File: src/pwfm_pkg.sv
`timescale 1ns / 1ps

package pwfm_pkg;

  // Default saturation width of every value; the ports stay 32 bits wide.
  localparam int DATA_WIDTH_DEF = 32;

  // Width of the product and accumulator path.
  localparam int WIDE_W = 68;

  localparam int CFG_IDX_W = 3;

  // Configuration register indexes.
  localparam logic [CFG_IDX_W-1:0] REG_CONTROL   = 3'd0;
  localparam logic [CFG_IDX_W-1:0] REG_GAIN_P    = 3'd1;
  localparam logic [CFG_IDX_W-1:0] REG_GAIN_I    = 3'd2;
  localparam logic [CFG_IDX_W-1:0] REG_GAIN_D    = 3'd3;
  localparam logic [CFG_IDX_W-1:0] REG_ERR_LIM   = 3'd4;
  localparam logic [CFG_IDX_W-1:0] REG_SEP_THR   = 3'd5;
  localparam logic [CFG_IDX_W-1:0] REG_INT_LIM   = 3'd6;
  localparam logic [CFG_IDX_W-1:0] REG_OUT_LIM   = 3'd7;

  // Controller modes.
  localparam logic [1:0] MODE_PLAIN    = 2'd0;
  localparam logic [1:0] MODE_DFILT    = 2'd1;
  localparam logic [1:0] MODE_EFILT    = 2'd2;

  // Input kinds.
  localparam logic KIND_STEP  = 1'b0;
  localparam logic KIND_CLEAR = 1'b1;

  typedef logic signed [31:0]       val_t;
  typedef logic signed [WIDE_W-1:0] wide_t;
  typedef logic signed [31:0]       coef_t;

  // Filter taps in Q2.30, ordered as the multiply sequence runs:
  // x, x[n-1], x[n-2], y[n-1], y[n-2]. The feedback taps are stored negated
  // so that every term is simply accumulated.
  localparam coef_t LPF_DIV_C [0:4] = '{
    32'sd72429549, 32'sd144859098, 32'sd72429549,
    32'sd1227265970, -32'sd443242341
  };
  localparam coef_t LPF_ERR_C [0:4] = '{
    32'sd1014355, 32'sd2028710, 32'sd1014355,
    32'sd2052132225, -32'sd982447822
  };

  typedef struct packed {
    logic [1:0]  mode;
    logic        err_clamp;
    logic        separate;
    logic        int_clamp;
    logic [31:0] gain_p;
    logic [31:0] gain_i;
    logic [31:0] gain_d;
    logic [30:0] err_lim;
    logic [30:0] sep_thr;
    logic [30:0] int_lim;
    logic [30:0] out_lim;
  } cfg_t;

  // Command to the shared multiply-accumulate unit.
  typedef struct packed {
    logic issue;     // start a product this cycle
    logic clr;       // this product starts a new sum
    logic filt_rnd;  // read the sum rounded from Q2.30 products, else Q8.24
  } mac_cmd_t;

  function automatic int sat_width(input int dw);
    sat_width = (dw < 16) ? 16 : ((dw > 32) ? 32 : dw);
  endfunction

  function automatic val_t val_max(input int dw);
    val_max = val_t'((longint'(1) <<< (sat_width(dw) - 1)) - longint'(1));
  endfunction

  function automatic val_t val_min(input int dw);
    val_min = val_t'(-(longint'(1) <<< (sat_width(dw) - 1)));
  endfunction

  function automatic val_t sat_val(input wide_t x, input val_t vmax, input val_t vmin);
    if (x > wide_t'(vmax)) begin
      sat_val = vmax;
    end else if (x < wide_t'(vmin)) begin
      sat_val = vmin;
    end else begin
      sat_val = x[31:0];
    end
  endfunction

  function automatic val_t clamp_sym(input val_t x, input logic [30:0] lim);
    val_t lim_s;
    val_t r;
    lim_s = val_t'({1'b0, lim});
    r = x;
    if (r >= lim_s) begin
      r = lim_s;
    end
    if (r <= -lim_s) begin
      r = -lim_s;
    end
    clamp_sym = r;
  endfunction

endpackage

File: src/pwfm_mac.sv
`timescale 1ns / 1ps

// Shared multiply-accumulate unit. A product is registered in prod_r after
// issue and then added into the sum register acc_r, from which the rounded,
// saturated result is read.
module pwfm_mac #(
  parameter int DATA_WIDTH = pwfm_pkg::DATA_WIDTH_DEF
) (
  input  logic               clk,
  input  logic               rst_n,
  input  pwfm_pkg::mac_cmd_t cmd,
  input  logic signed [32:0] op_a,
  input  logic signed [31:0] op_b,
  output pwfm_pkg::val_t     result
);

  localparam pwfm_pkg::val_t VMAX = pwfm_pkg::val_max(DATA_WIDTH);
  localparam pwfm_pkg::val_t VMIN = pwfm_pkg::val_min(DATA_WIDTH);

  localparam pwfm_pkg::wide_t HALF_Q24 = pwfm_pkg::wide_t'(longint'(1) <<< 23);
  localparam pwfm_pkg::wide_t HALF_Q30 = pwfm_pkg::wide_t'(longint'(1) <<< 29);

  logic signed [32:0] b_ext;
  logic signed [65:0] prod;
  logic signed [65:0] prod_r;
  logic               vld_d_r;
  logic               clr_d_r;
  pwfm_pkg::wide_t    acc_r;
  pwfm_pkg::wide_t    rnd_sum;
  pwfm_pkg::wide_t    shifted;

  assign b_ext = {op_b[31], op_b};
  assign prod  = op_a * b_ext;

  always_ff @(posedge clk) begin
    if (!rst_n) begin
      vld_d_r <= 1'b0;
      clr_d_r <= 1'b0;
    end else begin
      vld_d_r <= cmd.issue;
      clr_d_r <= cmd.clr;
    end
  end

  always_ff @(posedge clk) begin
    if (cmd.issue) begin
      prod_r <= prod;
    end
    if (vld_d_r) begin
      acc_r <= (clr_d_r ? '0 : acc_r) + pwfm_pkg::wide_t'(prod_r);
    end
  end

  // Round half up, then saturate to the value width.
  always_comb begin
    rnd_sum = acc_r + (cmd.filt_rnd ? HALF_Q30 : HALF_Q24);
    shifted = cmd.filt_rnd ? (rnd_sum >>> 30) : (rnd_sum >>> 24);
    result  = pwfm_pkg::sat_val(shifted, VMAX, VMIN);
  end

endmodule

File: config.mk
export PLATFORM = sky130hd
export DESIGN_NAME = pwfm_mac
export DESIGN_NICKNAME = d
export VERILOG_FILES = /design/src/pwfm_pkg.sv /design/src/pwfm_mac.sv
export SDC_FILE = /design/constraint.sdc
export NUM_CORES = 2
export LEC_CHECK = 0
export BUFFER_PORTS_ARGS = -buffer_cell sky130_fd_sc_hd__buf_2
export CAP_MARGIN = 10
export CORE_ASPECT_RATIO = 0.9
export CORE_MARGIN = 8
export CORE_UTILIZATION = 55
export DETAILED_ROUTE_END_ITERATION = 6
export HOLD_SLACK_MARGIN = 0.02
export PLACE_DENSITY_LB_ADDON = 0.15
export SYNTH_ARGS = -nofsm -noshare
export SYNTH_HDL_FRONTEND = slang
export SYNTH_SLANG_ARGS = --single-unit
export TNS_END_PERCENT = 1
File: constraint.sdc
create_clock -name clk -period 13.9 [get_ports clk]
set_input_delay 2.085 -clock clk [delete_from_list [all_inputs] [get_ports clk]]
set_output_delay 2.085 -clock clk [all_outputs]
set_load 0.01 [all_outputs]
==> results.toml <==
[run_status]
outcome = "completed"

[floorplanning]
core_um2 = 84420
ioPinCount = 102
dieArea_um2 = 94850
start_util_pct = 55.54
dieWidth_um = 323.8
rows = 101
die_y_um = 293.0

[sta]
whs_ns = 0.5578
setup_violations = 0
worst_pin_slew_ns = 0.9678
finalHoldViolations = 0
drv_slew = 0
skew_ns = 0.01396
worst_slew_margin_rel_pct = 33.81
period_share_pct = 73.40
rsz0062_at_grt = "no"
finalSetupTns_ns = 0
max_freq_mhz = 98.01
fin_crit_ns = 10.20

[detailed_routing]
drcViolationCount = 0
dr_total_vias = 33150
routed_via_density = 5.508
drt_wl_total_mm = 120.8
drtAntennaViolNets = 0
dr.first_iter.drc_count = 2352
drt-wirelength-per-cell_um = 20.06
dr.pass1.iters = 5

[clock_tree]
cts_made_buffers = 17
cts_buffer_depth = 2
clk_pin_slew_worst_paths_ns = 0.06
cts-root-buf = "clkbuf_16"
clock_latency_ns = 0.43
cts.repair.resized = 0
cts_sinks = 135
hold_buffers = 0
cts_htree_levels = 4
postCtsSetupBuffers = 0
cts_tree = "yes"

[worst_setup_path]
reg2reg_to = "acc_r[67]$_DFFE_PP_"
start_kind = "input pin"
reg2reg_slack_ns = 9.57
path_max_fanout = 33
crit_type = "input pin to register"
crit_path_end_kind = "register"
reg2reg_depth = 14
arrival_ns = 10.38
crit_required_ns = 14.08
timing.rr.start = "clr_d_r$_SDFF_PN0_"

[logic_synthesis]
synth_area_per_cell_um2 = 9.388
synth_flop_cell = "edfxtp_1"
yosys_warnings = 0
syn_nets = 6432
synthArstFlopShare_pct = 0
synth_edf_count = 133
seq_area_frac_synth_pct = 8.604
netlist_instances = 4994
syn-cell-area_um2 = 46880
synth.distinct_cells = 81
ys_ff_latch = 135

[finish]
most-common-layout-cells = "1113 x fa_1, 1023 x inv_1, 615 x nand2_1"
syn_to_final_growth_pct = 3.533
drive_above_1_share_pct = 3.664
final_common_cell = "fa_1"
nets = 6310

[global_routing]
grt_pass1_wl_mm = 197.2
grt_use_met3_pct = 6.533
met2_usage_pct = 39.05
grt_busiest_layer = "met1"
gr-usage-met1_pct = 39.56
grt_pass1_vias = 35720
grt_antenna_before_repair = 5
grt_max_degree = 69
grt_use_total_pct = 26.23
overflow = 0

[min_path]
min_from = "prod_r[0]$_DFFE_PP_"
hp-class = "register to register"
min_path_cells = 1
min_to = "acc_r[0]$_DFFE_PP_"

[placement]
hpwl_mm = 96.94
place_congestion = 0.9229
io_buffers = 101

[run]
cap_violations = 0
## logic make-up after synthesis
family                     share of synthesized area [%]
AOI/OAI and AO/OA                                  6.845
xor gates and xnor gates                           3.251
adders and majority gates                          54.33
buffers and inverters                              10.25
DFF                                                8.604
muxes                                             0.1094
and+or+nand+nor                                    16.61
## per-layer routing
metal	part of all wire (%)	wire [um]
met3	10	12130
met5	0.011	13
met4	1.3	1550
met2	42	51160
met1	46	55910
## state kept, by name, indices dropped and copies added, names as in the netlist
signal,count
clr_d_r,1
acc_r,68
prod_r,65
vld_d_r,1
## critical path: stages
cell,delay (ns)
buf_2,0.54
nand2_1,0.20
inv_1,0.17
fa_1,0.45
fa_1,0.49
fa_1,0.72
fa_1,0.98
inv_1,0.37
fa_1,0.58
inv_1,0.06
fa_1,0.55
fa_1,0.44
fa_1,0.47
ha_1,0.37
a21o_1,0.19
a21oi_1,0.27
o21ai_0,0.18
o31a_1,0.33
a21o_1,0.21
a221o_1,0.34
a221oi_2,0.26
xnor2_1,0.08
## stage by stage
step                      area [um^2]  std cells  worst slack [ns]  utilization, %
after global routing            48540       6018             3.195           57.50
after detailed placement        47940       5986             3.251           56.79
after global placement          47940       5986             3.428           56.79
after CTS                       48540       6018             3.722           57.50
final                           48540       6019             3.697           57.50
after floorplan                 46880       4994             4.279               -
## worst max-delay path by stage
stage,startpoint,endpoint,slack (ns),depth (start not counted)
detailed placement,op_b[2],prod_r[63]$_DFFE_PP_,3.25,22
global route,op_b[2],prod_r[63]$_DFFE_PP_,3.20,22
global placement,op_b[2],prod_r[63]$_DFFE_PP_,3.43,22
floorplan,op_a[32],prod_r[63]$_DFFE_PP_,4.28,24
CTS,op_b[2],prod_r[63]$_DFFE_PP_,3.72,22
finish,op_b[2],prod_r[63]$_DFFE_PP_,3.70,22
## cells in the mapped netlist (5+ instances only)
master | n | area share, %
a211o_1 | 9 | 0.17
a211oi_1 | 10 | 0.16
a21o_1 | 63 | 1.0
a21oi_1 | 176 | 1.9
a31oi_1 | 12 | 0.16
a41oi_1 | 5 | 0.093
and2_1 | 526 | 7.0
and3_1 | 27 | 0.36
and4_1 | 12 | 0.22
buf_2 | 5 | 0.053
clkbuf_1 | 243 | 1.9
edfxtp_1 | 133 | 8.5
fa_1 | 1113 | 48
ha_1 | 255 | 6.8
inv_1 | 1023 | 8.2
nand2_1 | 615 | 4.9
nand2b_1 | 25 | 0.33
nand3_1 | 40 | 0.43
nand4_1 | 40 | 0.53
nor2_1 | 115 | 0.92
nor2b_1 | 82 | 1.1
nor3_1 | 22 | 0.23
o211ai_1 | 14 | 0.22
o21a_1 | 20 | 0.32
o21ai_0 | 84 | 0.90
o21ai_1 | 27 | 0.29
o21bai_1 | 23 | 0.37
o31ai_1 | 6 | 0.096
xnor2_1 | 111 | 2.1
xor2_1 | 63 | 1.2
## area by class of cell
type                       count  area (um^2)
sequential                   135         4036
inverter                    1024         3844
clock buffer                  21        470.5
timing repair buffer         113        595.6
tap                         1133         1418
fill                        7622        35880
multi-input combinational   3581        38050
antenna                        1        2.502
clock inverter                11        123.9
Power is not shown: default switching activity piles up to over one toggle a cycle in this logic, so the estimate is an artifact.
